<file path="src/design/qte_pkg.sv">
// shared widths, constants, types and the arctangent table of the quaternion to euler block
// no dependencies

package qte_pkg;

    // input component width and derived datapath widths
    localparam int CW = 16;
    localparam int PW = 2 * CW;        // one component product
    localparam int SW = PW + 2;        // product sums, doubled cross terms
    localparam int NW = 32;            // reduced norm and numerator for the arcsine path
    localparam int RADW = 2 * NW;      // radicand of the square root
    localparam int ISQ_STEPS = NW;     // one result bit per square-root step
    localparam int CSTAGES = 16;       // cordic micro-rotations
    localparam int CXW = SW + 4;       // cordic x and y, room for gain and pre-rotation
    localparam int ZW = 33;            // angle accumulator, centidegrees with 16 fraction bits
    localparam int ZFRAC = 16;
    localparam int ANG_W = 16;
    localparam int PITCH_W = 15;

    // queue between front and back
    localparam int QDEPTH = 4;
    localparam int QAW = $clog2(QDEPTH);

    // back pipeline depth
    localparam int DL = 3 + ISQ_STEPS;              // up to the square-root result
    localparam int CLAT = CSTAGES + 2;              // cordic: pre-rotation, steps, rounding
    localparam int BACK_LAT = DL + CLAT;

    localparam int OUT_TDATA_W = 48;

    localparam logic signed [ZW-1:0] QUARTER_TURN = ZW'(589824000);
    localparam logic signed [ZW-1:0] HALF_LSB = ZW'(32768);
    localparam int HALF_TURN_CD = 18000;
    localparam int QUARTER_TURN_CD = 9000;

    // arcsine argument class
    typedef enum logic [1:0] {
        PC_MID = 2'd0,
        PC_POS = 2'd1,
        PC_NEG = 2'd2
    } pitch_class_t;

    typedef struct packed {
        logic signed [SW-1:0] norm;
        logic signed [SW-1:0] num;
        logic signed [SW-1:0] yaw_y;
        logic signed [SW-1:0] yaw_x;
        logic signed [SW-1:0] roll_y;
        logic signed [SW-1:0] roll_x;
    } front_item_t;

    typedef struct packed {
        logic         bad;
        pitch_class_t cls;
    } side_t;

    // round(atan(2^-i) * 18000/pi * 65536)
    function automatic logic signed [ZW-1:0] atan_entry(input int unsigned i);
        logic signed [ZW-1:0] v;
        case (i)
            0:  v = ZW'(294912000);
            1:  v = ZW'(174096719);
            2:  v = ZW'(91987925);
            3:  v = ZW'(46694507);
            4:  v = ZW'(23437865);
            5:  v = ZW'(11730358);
            6:  v = ZW'(5866610);
            7:  v = ZW'(2933484);
            8:  v = ZW'(1466764);
            9:  v = ZW'(733385);
            10: v = ZW'(366693);
            11: v = ZW'(183346);
            12: v = ZW'(91673);
            13: v = ZW'(45837);
            14: v = ZW'(22918);
            15: v = ZW'(11459);
            16: v = ZW'(5730);
            17: v = ZW'(2865);
            18: v = ZW'(1432);
            19: v = ZW'(716);
            20: v = ZW'(358);
            21: v = ZW'(179);
            22: v = ZW'(90);
            23: v = ZW'(45);
            24: v = ZW'(22);
            25: v = ZW'(11);
            26: v = ZW'(6);
            27: v = ZW'(3);
            28: v = ZW'(1);
            29: v = ZW'(1);
            default: v = '0;
        endcase
        return v;
    endfunction

endpackage

</file>
<file path="src/design/qte_queue.sv">
// short queue that decouples the front part from the back part
// depends on qte_pkg

module qte_queue (
    input  logic                  clk,
    input  logic                  rst_n,
    input  logic                  in_valid,
    output logic                  in_ready,
    input  qte_pkg::front_item_t  in_item,
    output logic                  out_valid,
    input  logic                  out_ready,
    output qte_pkg::front_item_t  out_item
);

    localparam int QD  = qte_pkg::QDEPTH;
    localparam int QAW = qte_pkg::QAW;

    qte_pkg::front_item_t mem [QD];
    logic [QAW-1:0]       wr_ptr_reg, rd_ptr_reg;
    logic [QAW:0]         count_reg;
    logic                 push, pop;

    assign in_ready  = count_reg < (QAW+1)'(QD);
    assign out_valid = count_reg != '0;
    assign push      = in_valid && in_ready;
    assign pop       = out_valid && out_ready;
    assign out_item  = mem[rd_ptr_reg];

    always_ff @(posedge clk or negedge rst_n)
    begin
        if (!rst_n)
        begin
            wr_ptr_reg <= '0;
            rd_ptr_reg <= '0;
            count_reg  <= '0;
        end
        else
        begin
            if (push)
                wr_ptr_reg <= wr_ptr_reg + 1'b1;
            if (pop)
                rd_ptr_reg <= rd_ptr_reg + 1'b1;
            if (push && !pop)
                count_reg <= count_reg + 1'b1;
            else if (pop && !push)
                count_reg <= count_reg - 1'b1;
        end
    end

    always_ff @(posedge clk)
    begin
        if (push)
            mem[wr_ptr_reg] <= in_item;
    end

endmodule

</file>
<file path="config.mk">
export PLATFORM = sky130hd
export DESIGN_NAME = qte_queue
export DESIGN_NICKNAME = d
export VERILOG_FILES = /design/src/design/qte_pkg.sv /design/src/design/qte_queue.sv
export SDC_FILE = /design/constraint.sdc
export NUM_CORES = 1
export LEC_CHECK = 0
export BUFFER_PORTS_ARGS = -buffer_cell sky130_fd_sc_hd__buf_2
export CORE_AREA = 2 2 242 423
export DETAILED_ROUTE_END_ITERATION = 12
export DIE_AREA = 0 0 244 425
export GPL_TIMING_DRIVEN = 0
export PLACE_DENSITY_LB_ADDON = 0.12
export SLEW_MARGIN = 10
export SYNTH_ARGS = -nofsm -noshare
export SYNTH_HDL_FRONTEND = slang
export SYNTH_SLANG_ARGS = --single-unit
</file>
<file path="constraint.sdc">
create_clock -name clk -period 5.6 [get_ports clk]
set_input_delay 0.56 -clock clk [delete_from_list [all_inputs] [get_ports clk]]
set_output_delay 0.56 -clock clk [all_outputs]
set_load 0.03 [all_outputs]
</file>
After elaboration in Yosys (flattened, before gate mapping)
Memory sizes are Yosys's and may differ from the RTL's. Index checks and enable logic that the tools add are counted.

Logic and storage cells: 21. Bits of input ports: 208. Memories kept: 1. Bits in latches: 0. Flip-flop bits (word level): 7. Memory bits (read-only): 0. RAM bits: 816.

Bitwise gates (word level): 0. Reduce and logical (&&, ||, !) cells: 8. Multiplexer cells: 4. Shifts and indexed selects: 0. Multiply operators: 0. Order comparisons: 1. Add/subtract/negate cells: 4. Equality and inequality tests: 0. Divide/modulo/power cells: 0.

Memories: mem (depth 4, width 204, rd ports 1, clocked after memory_dff 0, wr ports 1, RTL line qte_queue.sv:18) `qte_pkg::front_item_t mem [QD];`.

Operators by type and width (number): two-way mux 3 bit (2); adder 2 x 1 -> 2 bit (second input constant) (2); logical AND 1 bit (4); adder 3 x 1 -> 3 bit (second input constant) (1); less-than comparator 3 bit (second input constant) (1); nonzero test 3 bit (1); subtractor 3 x 1 -> 3 bit (second input constant) (1); zero test 1 bit (2); two-way mux 1 bit (2); nonzero test 2 bit (1).

Depth between registers and ports, before layout
Gate-level depths: netlist (run 1).

Depth in word-level cells: 6. Depth in mapped cells: 8.

Least setup slack after synthesis (run 1)
OpenSTA, ideal clock, no wires.

Path type: input to register. Start: input port in_valid. End: memory mem[0][0] (netlist name), enable pin. Path slack: -575 ps. Data required time: 5010 ps. Buffers on the path: 1. Stages: 3. Arrival time: 5585 ps. Cell sequence: nor2b_1 > clkbuf_1 > and2_1.

Word-level cells in the longest chain between the ends: 3.

RTL lines: start, declared (RTL line qte_queue.sv:7) `input logic in_valid,`; logical AND 1 bit (RTL line qte_queue.sv:25) `assign push = in_valid && in_ready;`; net push (RTL line qte_queue.sv:21) `logic push, pop;`; two-way mux 1 bit (RTL line qte_queue.sv:52) `if (push)`; two-way mux 1 bit (implied by the code) (RTL line qte_queue.sv:53) `mem[wr_ptr_reg] <= in_item;`; end, declared (RTL line qte_queue.sv:18).

The timed path passes the listed nets, and every way through them passes these cells.

==> results of run 1 <==
## layout make-up
cell class	count	share of cell area, %
Inverter	4	0.04114
Clock buffer	106	6.045
Timing Repair Buffer	431	6.933
Tap cell	1326	4.546
Buffer	47	0.9154
Multi-Input combinational cell	228	13.18
Clock inverter	39	0.7132
Sequential cell	823	67.63
## per-layer routing
layer	part of all wire (%)	vias to the layer above	global-route usage (%)
met2	51	395	23.46
met1	39	7237	15.83
met5	0.21	-	0
li1	-	5832	-
met3	7.7	118	4.533
met4	2.5	24	5.285
## how the worst min path moves through the flow
stage	slack, ns	cells after the start	endpoint
finish	0.11	1	mem[0][8]
global route	0.06	1	mem[1][146]
CTS	0.03	1	mem[1][10]
detailed placement	0.41	1	count_reg[2]
global placement	0.41	1	count_reg[2]
floorplan	0.26	0	count_reg[0]
## synthesized netlist by cell type, drive strengths merged
cell      n  area, um2
and2      4      25.02
buf      40      306.5
clkbuf    7      26.28
dfrtp     7      175.2
edfxtp  816      24500
fa        1      20.02
ha        5      62.56
inv       4      15.01
mux2      1      11.26
mux4    204       4594
nand2     2      7.510
nand3     1      5.000
nor2      1      3.750
nor2b     1      6.260
o21ai     1      5.000
or3       1      6.260
xnor2     5      43.79
xor2      1      8.760
## through the flow
| stage | worst slack, ns | instance area [um2] | utilization [%] | TNS [ns] |
|---|---|---|---|---|
| after CTS | 2.091 | 36490 | 36.35 | 0 |
| after detailed placement | 2.693 | 34020 | 33.88 | 0 |
| final | 2.369 | 36490 | 36.35 | 0 |
| after global routing | 2.124 | 36490 | 36.35 | 0 |
| after global placement | -1.013 | 33560 | 33.43 | -781.81 |
| after floorplan | 1.710 | 29830 | - | 0 |
## what timing repair did
| item | 4_1_cts | 5_1_grt |
|---|---|---|
| gates resized for setup | 0 | 0 |
| hold buffers | 1 | 0 |
| hold endpoints to repair | 7 | 0 |
## cell families (layout without fill, tap and decap cells)
logic type	Yosys count	in the layout	synth area share (%)
compound gates	1	1	0.01676
xor+xnor	6	6	0.1762
fa+ha+maj	6	6	0.2769
buf+inv	51	627	1.166
flops	823	823	82.74
mux	205	205	15.44
simple gates	10	10	0.1804
## power by group
part | total [W] | switching [W] | internal [W]
Sequential | 0.00784 | 0.000157 | 0.00768
Combinational | 0.00692 | 0.00448 | 0.00245
Clock | 0.00514 | 0.00227 | 0.00287
==> flow_summary_export.csv, run 1 <==
group,metric,value,unit
global_route,grt_start_max_net_pins,48,
worst_setup_path,crit_path_top_delay_cell,"clkbuf_2",
worst_setup_path,cp_num_cells,5,
worst_setup_path,crit_type,"reg2out",
worst_setup_path,worstSetupStartpoint,"rd_ptr_reg[1]",
layout,layout_commonest_cell,"edfxtp_1",
route,vias,13610,
worst_setup_path,critPathMaxStageDelay,0.45,ns
timing,drv_slew,0,
route,post_drt_wl_per_cell,23.42,um
die,design.die.area,103700,um2
worst_setup_path,worstPathArrival,2.67,ns
yosys,yosysSeqAreaShare,82.74,%
die,die-width,244,um
layout,layout_common_cells,"edfxtp_1, buf_2, mux4_2",
power,powerDensity,545.6,nW/um2
global_route,grt_pass1_vias,14960,
worst_setup_path,crit_required,5.04,ns
worst_hold_path,hold_class,"in2reg",
worst_setup_path,worstReg2RegEnd,"mem[2][72]",
worst_setup_path,start_kind,"flop",
yosys,syn-cell-area,29830,um2
die,fp.dieH,425,um
timing,rsz0062_at_grt,"false",
die,core-area,100400,um2
clock_tree,path_clk_slew,0.06,ns
layout,largest_register_ffs,816,
route,wl,70370,um
worst_setup_path,crit_top_cell,"buf_2",
power,worst_ir_drop_vdd,0.0003070,V
worst_setup_path,ff2ff_path_depth,5,
timing,period_minus_slack,3.231,ns
layout,fin_cells,3004,
layout,multi_input_area,4810,um2
flow_run,maxCapViolations,0,
clock_tree,cts_tree,"done",
clock_tree,clock_path_buffers,3,
layout,fin_nets,1830,
worst_setup_path,crit_end,"out_item[85]",
global_route,track_usage,13.69,%
power,total_leakage_power,12.12,nW
route,route.detailed.drc,0,
place,dp_hpwl,45340,um
clock_tree,cts_setup_buffers,0,
outcome,status,"completed",
worst_hold_path,hold_start,"in_item[8]",
worst_setup_path,reg2reg_from,"count_reg[2]",
place,portBuffers,413,
yosys,synth_fp_nets,1316,
die,io_pins,414,
worst_setup_path,cp_max_fo,10,
place,gp_congestion,0.6869,
clock_tree,cts.sinks,823,
worst_setup_path,critPathCaptureType,"primary output",
yosys,avgSynthCellArea,27.07,um2
global_route,grt_pass1_wl,103300,um
timing,setup_violations,0,
global_route,grt_antenna_before_repair,17,
yosys,yosys_warnings,0,
die,rows,154,
clock_tree,clk_latency,0.66,ns
clock_tree,numCtsBuffers,81,
timing,finalHoldViolCount,0,
layout,nFillCells,9280,
route,ant_nets,0,
yosys,yosys.cell_types.count,19,
timing,worst_pin_slew,0.9222,ns
layout,area_growth,22.35,%
global_route,grt_overflow,0,
timing,min_period_over_period,57.70,%
worst_setup_path,regToRegSetupSlack,3.02,ns
worst_setup_path,crit_family,"buffers and inverters",
clock_tree,htree_levels,3,
worst_setup_path,path_buf_inv,4,
yosys,ys_ff_latch,823,
timing,fmax,309.5,MHz
timing,hold_slack,0.1064,ns
route,avgViaCountPerCell,4.529,
layout,antennaDiodeCount,0,
layout,seqCellArea,24680,um2
yosys,synth_cells,1102,
route,drt_first_pass_iters,5,
place,placedCellCount,2858,
die,start_util,29.71,%
route,drt_iter0_markers,728,
clock_tree,root_buffer,"clkbuf_16",
layout,drive_gt1_share,47.08,%
power,fin_total_pwr,0.01991,W
timing,finClkSkew,0.02270,ns
worst_setup_path,path_cells,"buf_2, clkbuf_2, buf_2, mux4_2, buf_2",
timing,slew_headroom,38.52,%
No activity file was read; power rests on OpenSTA's default activity.
==> run 2: changes to the inputs <==
--- a/config.mk
+++ b/config.mk
@@ -5,10 +5,11 @@
 export SDC_FILE = /design/constraint.sdc
 export NUM_CORES = 1
 export LEC_CHECK = 0
+export ABC_AREA = 1
 export BUFFER_PORTS_ARGS = -buffer_cell sky130_fd_sc_hd__buf_2
-export CORE_AREA = 2 2 242 423
+export CORE_AREA = 2 2 252 441
 export DETAILED_ROUTE_END_ITERATION = 12
-export DIE_AREA = 0 0 244 425
+export DIE_AREA = 0 0 254 443
 export GPL_TIMING_DRIVEN = 0
 export PLACE_DENSITY_LB_ADDON = 0.12
 export SLEW_MARGIN = 10
==> constraint.sdc (replaced) <==
create_clock -name clk -period 2.91 [get_ports clk]
set_input_delay 0.291 -clock clk [delete_from_list [all_inputs] [get_ports clk]]
set_output_delay 0.291 -clock clk [all_outputs]
set_load 0.03 [all_outputs]
==> flow_summary_export.csv, run 2 <==
group,metric,value,unit
place,dp_hpwl,66660,um
timing,setup_violations,0,
worst_setup_path,critPathCaptureType,"primary output",
yosys,syn-cell-area,32470,um2
global_route,track_usage,17.25,%
yosys,yosys-top-cells-count,"edfxtp_1, nand2_1, inv_1",
place,dpl_cell_area,37420,um2
die,rows,161,
clock_tree,clk_latency,0.66,ns
timing,finClkSkew,0.01421,ns
global_route,grt_pass1_vias,22290,
worst_setup_path,cp_max_fo,10,
timing,period_minus_slack,2.749,ns
place,placedCellCount,4360,
worst_setup_path,crit_type,"reg2out",
power,power_frac_seq,34.8,%
power,intPower,0.02573,W
yosys,synth_fp_nets,2649,
clock_tree,path_clk_slew,0.06,ns
clock_tree,cts_tree,"done",
clock_tree,clock_path_buffers,3,
outcome,status,"completed",
timing,slew_headroom,52.98,%
die,start_util,29.74,%
layout,layout_commonest_cell,"edfxtp_1",
layout,layout_common_cells,"edfxtp_1, nand2_1, buf_2",
place,dp_slack,0.2634,ns
layout,largest_register_ffs,816,
layout,fin_nets,3399,
clock_tree,root_buffer,"clkbuf_16",
yosys,yosysSeqAreaShare,76.00,%
yosys,synth_top_area_share,75.46,%
worst_hold_path,hold_class,"in2reg",
worst_setup_path,regToRegSetupSlack,0.47,ns
yosys,yosys.area.top_type,"edfxtp_1",
route,post_drt_wl_per_cell,20.56,um
worst_setup_path,start_kind,"flop",
timing,drv_slew,0,
timing,worst_pin_slew,0.7052,ns
yosys,synth_cells,2435,
die,fp.dieH,443,um
worst_setup_path,critPathMaxStageDelay,0.36,ns
route,drt_first_pass_iters,5,
worst_setup_path,path_cells,"buf_4, inv_4, buf_4, buf_2, o211ai_1, nand2_1, buf_2",
clock_tree,numCtsBuffers,82,
worst_setup_path,path_buf_inv,5,
power,worst_ir_drop_vdd,0.0008119,V
yosys,yosys_warnings,0,
timing,finalHoldViolCount,0,
global_route,grt_overflow,0,
yosys,synth_edf_count,816,
layout,fin_cells,4721,
die,die-width,254,um
die,io_pins,414,
layout,fin_area,42140,um2
power,p_sw,0.01861,W
power,power_frac_clock,22.6,%
timing,worst_slack,0.1614,ns
route,drt_iter0_markers,1049,
die,design.die.area,112500,um2
timing,fmax,363.8,MHz
worst_setup_path,crit_path_top_delay_cell,"dfrtp_1",
worst_setup_path,worstPathArrival,2.46,ns
route,route.detailed.drc,0,
layout,nFillCells,10470,
yosys,synth_top_cells_by_area,"edfxtp_1, o211ai_1, nand2_1, inv_1, buf_2",
timing,min_period_over_period,94.45,%
flow_run,maxCapViolations,0,
clock_tree,htree_levels,3,
yosys,ys.flop_type,"edfxtp_1",
global_route,grt_pass1_wl,143300,um
power,fin_total_pwr,0.04434,W
worst_setup_path,crit_family,"buffers and inverters",
place,gp_congestion,0.7371,
yosys,synth.most_common_cell,"edfxtp_1",
layout,seqCellArea,24680,um2
power,total_leakage_power,16.74,nW
layout,multi_input_area,5615,um2
timing,rsz0062_at_grt,"true",
global_route,grt_start_max_net_pins,23,
power,powerDensity,1052,nW/um2
route,vias,21050,
yosys,synthArstFlopShare,0.8505,%
place,portBuffers,413,
layout,area_growth,29.78,%
power,comb_power_share,42.6,%
route,ant_nets,0,
yosys,ys_ff_latch,823,
clock_tree,cts.sinks,823,
yosys,avgSynthCellArea,13.34,um2
yosys,yosys.cell_types.count,18,
die,core-area,109200,um2
route,wl,97070,um
layout,drive_gt1_share,21.47,%
worst_setup_path,crit_required,2.62,ns
power,p_sw_share,41.97,%
global_route,grt_antenna_before_repair,17,
route,avgViaCountPerCell,4.459,
[run 2: power by group through the flow]
stage / logic (W) / registers, W / clock network (W)
after global placement: 0.0182 / 0.0161 / 0
after floorplan: 0.0111 / 0.0158 / 0
after detailed placement: 0.0190 / 0.0157 / 0
final: 0.0189 / 0.0154 / 0.0100
after CTS: 0.0195 / 0.0154 / 0.0104
after global routing: 0.0206 / 0.0156 / 0.0108
[run 2: worst paths after layout]
| check | start | to | depth (start not counted) |
|---|---|---|---|
| setup / recovery | rd_ptr_reg[1] | out_item[152] | 7 |
| hold / removal | in_item[196] | mem[1][196] | 2 |
| setup reg to reg | wr_ptr_reg[1] | mem[1][153] | 8 |
| hold reg to reg | rd_ptr_reg[0] | rd_ptr_reg[0] | 2 |
| max in group asynchronous | rst_n | rd_ptr_reg[0] | 3 |
| min in group asynchronous | rst_n | wr_ptr_reg[0] | 3 |
[run 2: cells by family (layout without fill, tap and decap cells)]
logic type | count (synthesis) | after routing | share of synthesized area (%)
AND/OR/NAND/NOR | 638 | 638 | 7.394
adder cells (fa/ha/maj) | 6 | 6 | 0.2543
AO/OA/AOI/OAI | 409 | 409 | 9.447
XOR/XNOR | 2 | 2 | 0.05395
buffers and inverters | 557 | 1369 | 6.854
flip-flops | 823 | 823 | 76.00
other | 0 | 7 | 0
[run 2: timing repair]
item | CTS | global route
setup buffers | 0 | 0
hold buffers | 208 | 0
gates resized for setup | 67 | 13
pin swaps | 0 | 0
endpoints found under the hold margin | 826 | 0
setup endpoints to repair | 204 | 22
[run 2: layer usage]
metal / part of all wire, % / wire, um / GRT usage [%] / vias to the layer above
met5: 0.12 / 114 / 0 / -
met4: 2.4 / 2316 / 5.789 / 16
met3: 6.6 / 6433 / 4.313 / 146
met2: 51 / 49600 / 31.04 / 552
met1: 40 / 38600 / 19.72 / 10300
li1: - / - / - / 10040
[run 2: per-stage QoR]
stage               hold slack [ns]  TNS [ns]  util [%]
detailed placement           0.1445         0     34.28
global route                 0.3550  -0.01028     38.60
global placement             0.1399  -3534.57     33.36
CTS                          0.3063  -0.02293     38.57
finish                       0.3699         0     38.60
floorplan                 -0.004591   -950.36         -
[run 2: cell type report]
type | count | area share, %
timing repair buffer | 666 | 12.21
antenna | 7 | 0.04156
clock inverter | 43 | 0.7808
inverter | 422 | 3.770
clock buffer | 103 | 5.106
tap | 1467 | 4.355
sequential | 823 | 58.56
multi-input combinational | 1055 | 13.32
buffer | 135 | 1.850
==> run 3: changes to the inputs <==
--- a/config.mk
+++ b/config.mk
@@ -11,7 +11,7 @@
 export DETAILED_ROUTE_END_ITERATION = 12
 export DIE_AREA = 0 0 254 443
 export GPL_TIMING_DRIVEN = 0
-export PLACE_DENSITY_LB_ADDON = 0.12
+export PLACE_DENSITY = 0.58
 export SLEW_MARGIN = 10
 export SYNTH_ARGS = -nofsm -noshare
 export SYNTH_HDL_FRONTEND = slang
==> constraint.sdc (replaced) <==
create_clock -name clk -period 2.8 [get_ports clk]
set_input_delay 0.28 -clock clk [delete_from_list [all_inputs] [get_ports clk]]
set_output_delay 0.28 -clock clk [all_outputs]
set_load 0.03 [all_outputs]
==> flow_summary_export.csv, run 3 (same netlist as run 2, synthesis figures left out) <==
group,metric,value,unit
timing,worst_slack,0.1360,ns
worst_setup_path,critPathCaptureType,"primary output",
clock_tree,clock_path_buffers,3,
global_route,grt_pass1_wl,129900,um
timing,min_period_over_period,95.14,%
place,portBuffers,413,
power,powerDensity,1088,nW/um2
outcome,status,"completed",
global_route,grt_antenna_before_repair,14,
worst_hold_path,hold_class,"in2reg",
layout,fin_nets,3389,
route,vias,20570,
layout,layout_commonest_cell,"edfxtp_1",
clock_tree,root_buffer,"clkbuf_16",
timing,finalHoldViolCount,0,
die,design.die.area,112500,um2
clock_tree,numCtsBuffers,79,
worst_setup_path,start_kind,"flop",
global_route,grt_pass1_vias,21200,
route,drt_first_pass_iters,7,
worst_setup_path,crit_type,"reg2out",
die,die-width,254,um
timing,finClkSkew,0.02481,ns
layout,fin_area,42080,um2
clock_tree,htree_levels,3,
flow_run,maxCapViolations,0,
global_route,grt_start_max_net_pins,27,
die,start_util,29.74,%
clock_tree,cts_tree,"done",
place,dpl_cell_area,37280,um2
route,post_drt_wl_per_cell,18.89,um
clock_tree,path_clk_slew,0.06,ns
place,dp_hpwl,61790,um
timing,slew_headroom,54.22,%
timing,period_minus_slack,2.664,ns
power,total_leakage_power,16.72,nW
timing,setup_violations,0,
route,drt_iter0_markers,850,
place,dp_slack,0.2230,ns
place,gp_congestion,0.7500,
layout,fin_cells,4711,
layout,area_growth,29.57,%
layout,largest_register_ffs,816,
route,wl,88970,um
timing,fmax,375.4,MHz
timing,drv_slew,0,
place,placedCellCount,4354,
route,avgViaCountPerCell,4.365,
die,rows,161,
layout,drive_gt1_share,21.68,%
die,core-area,109200,um2
worst_setup_path,worstPathArrival,2.38,ns
power,fin_total_pwr,0.04579,W
layout,layout_common_cells,"edfxtp_1, nand2_1, buf_2",
worst_setup_path,crit_required,2.52,ns
clock_tree,cts.sinks,823,
die,fp.dieH,443,um
power,worst_ir_drop_vdd,0.0009200,V
global_route,grt_overflow,0,
die,io_pins,414,
timing,fin_tns_setup,0,ns
worst_setup_path,cp_max_fo,10,
global_route,track_usage,15.68,%
route,ant_nets,0,
route,route.detailed.drc,0,
timing,worst_pin_slew,0.6867,ns
clock_tree,clk_latency,0.66,ns
-- run 3: changes by cell type in the layout (fill, tap and decap cells not counted), sizes merged --
cell,delta
buf,-4
bufinv,+1
clkbuf,-6
clkinv,-5
clkinvlp,+1
diode,-1
inv,+4
-- run 3: metrics by stage --
step	hold slack [ns]	utilization, %
floorplan	-0.01559	-
global placement	0.1279	33.36
detailed placement	0.1254	34.15
CTS	0.3029	38.51
global route	0.3546	38.53
finish	0.3649	38.54
-- run 3: repair_timing --
item | 4_1_cts | 5_1_grt
buffers inserted | 0 | 0
hold buffers | 208 | 0
cloned | 0 | 0
pin swaps | 0 | 0
hold endpoints to repair | 826 | 0
endpoints found under the setup margin | 198 | 4
gates resized for setup | 96 | 6
-- run 3: path summary, 6_finish.rpt --
kind | start | end | slack (ns) | depth (start not counted)
max | rd_ptr_reg[1] | out_item[147] | 0.14 | 7
min | in_item[13] | mem[1][13] | 0.36 | 2
max reg2reg | wr_ptr_reg[0] | mem[0][76] | 0.35 | 8
min reg2reg | count_reg[2] | count_reg[2] | 0.53 | 2
max in group asynchronous | rst_n | rd_ptr_reg[1] | 1.95 | 3
min in group asynchronous | rst_n | rd_ptr_reg[0] | 0.60 | 3
-- run 3: critical path: stages, from the launching register on --
cell and delay (ns):
dfrtp_1 0.37, buf_4 0.20, inv_4 0.17, buf_4 0.25, buf_4 0.24, o211ai_1 0.12
nand2_1 0.14, buf_2 0.22
-- run 3: cell type report --
type / instances / area (um2)
Antenna cell: 6 / 15.01
Buffer: 134 / 824.5
Sequential cell: 823 / 24680
Inverter: 422 / 1592
Tap cell: 1467 / 1836
Fill cell: 10330 / 67110
Clock buffer: 100 / 2120
Clock inverter: 44 / 380.4
Timing Repair Buffer: 660 / 5010
Multi-Input combinational cell: 1055 / 5620
-- run 3: report_power, final --
group          switching, W  internal, W
clock               0.00454      0.00586
sequential         0.000381       0.0156
combinational        0.0141      0.00532
-- run 3: metal layers --
metal	up-vias	wire [um]	GRT usage, %
met2	573	46090	28.54
met5	-	81	0
met3	147	6034	4.166
li1	10020	-	-
met4	14	2436	5.668
met1	9810	34320	17.30
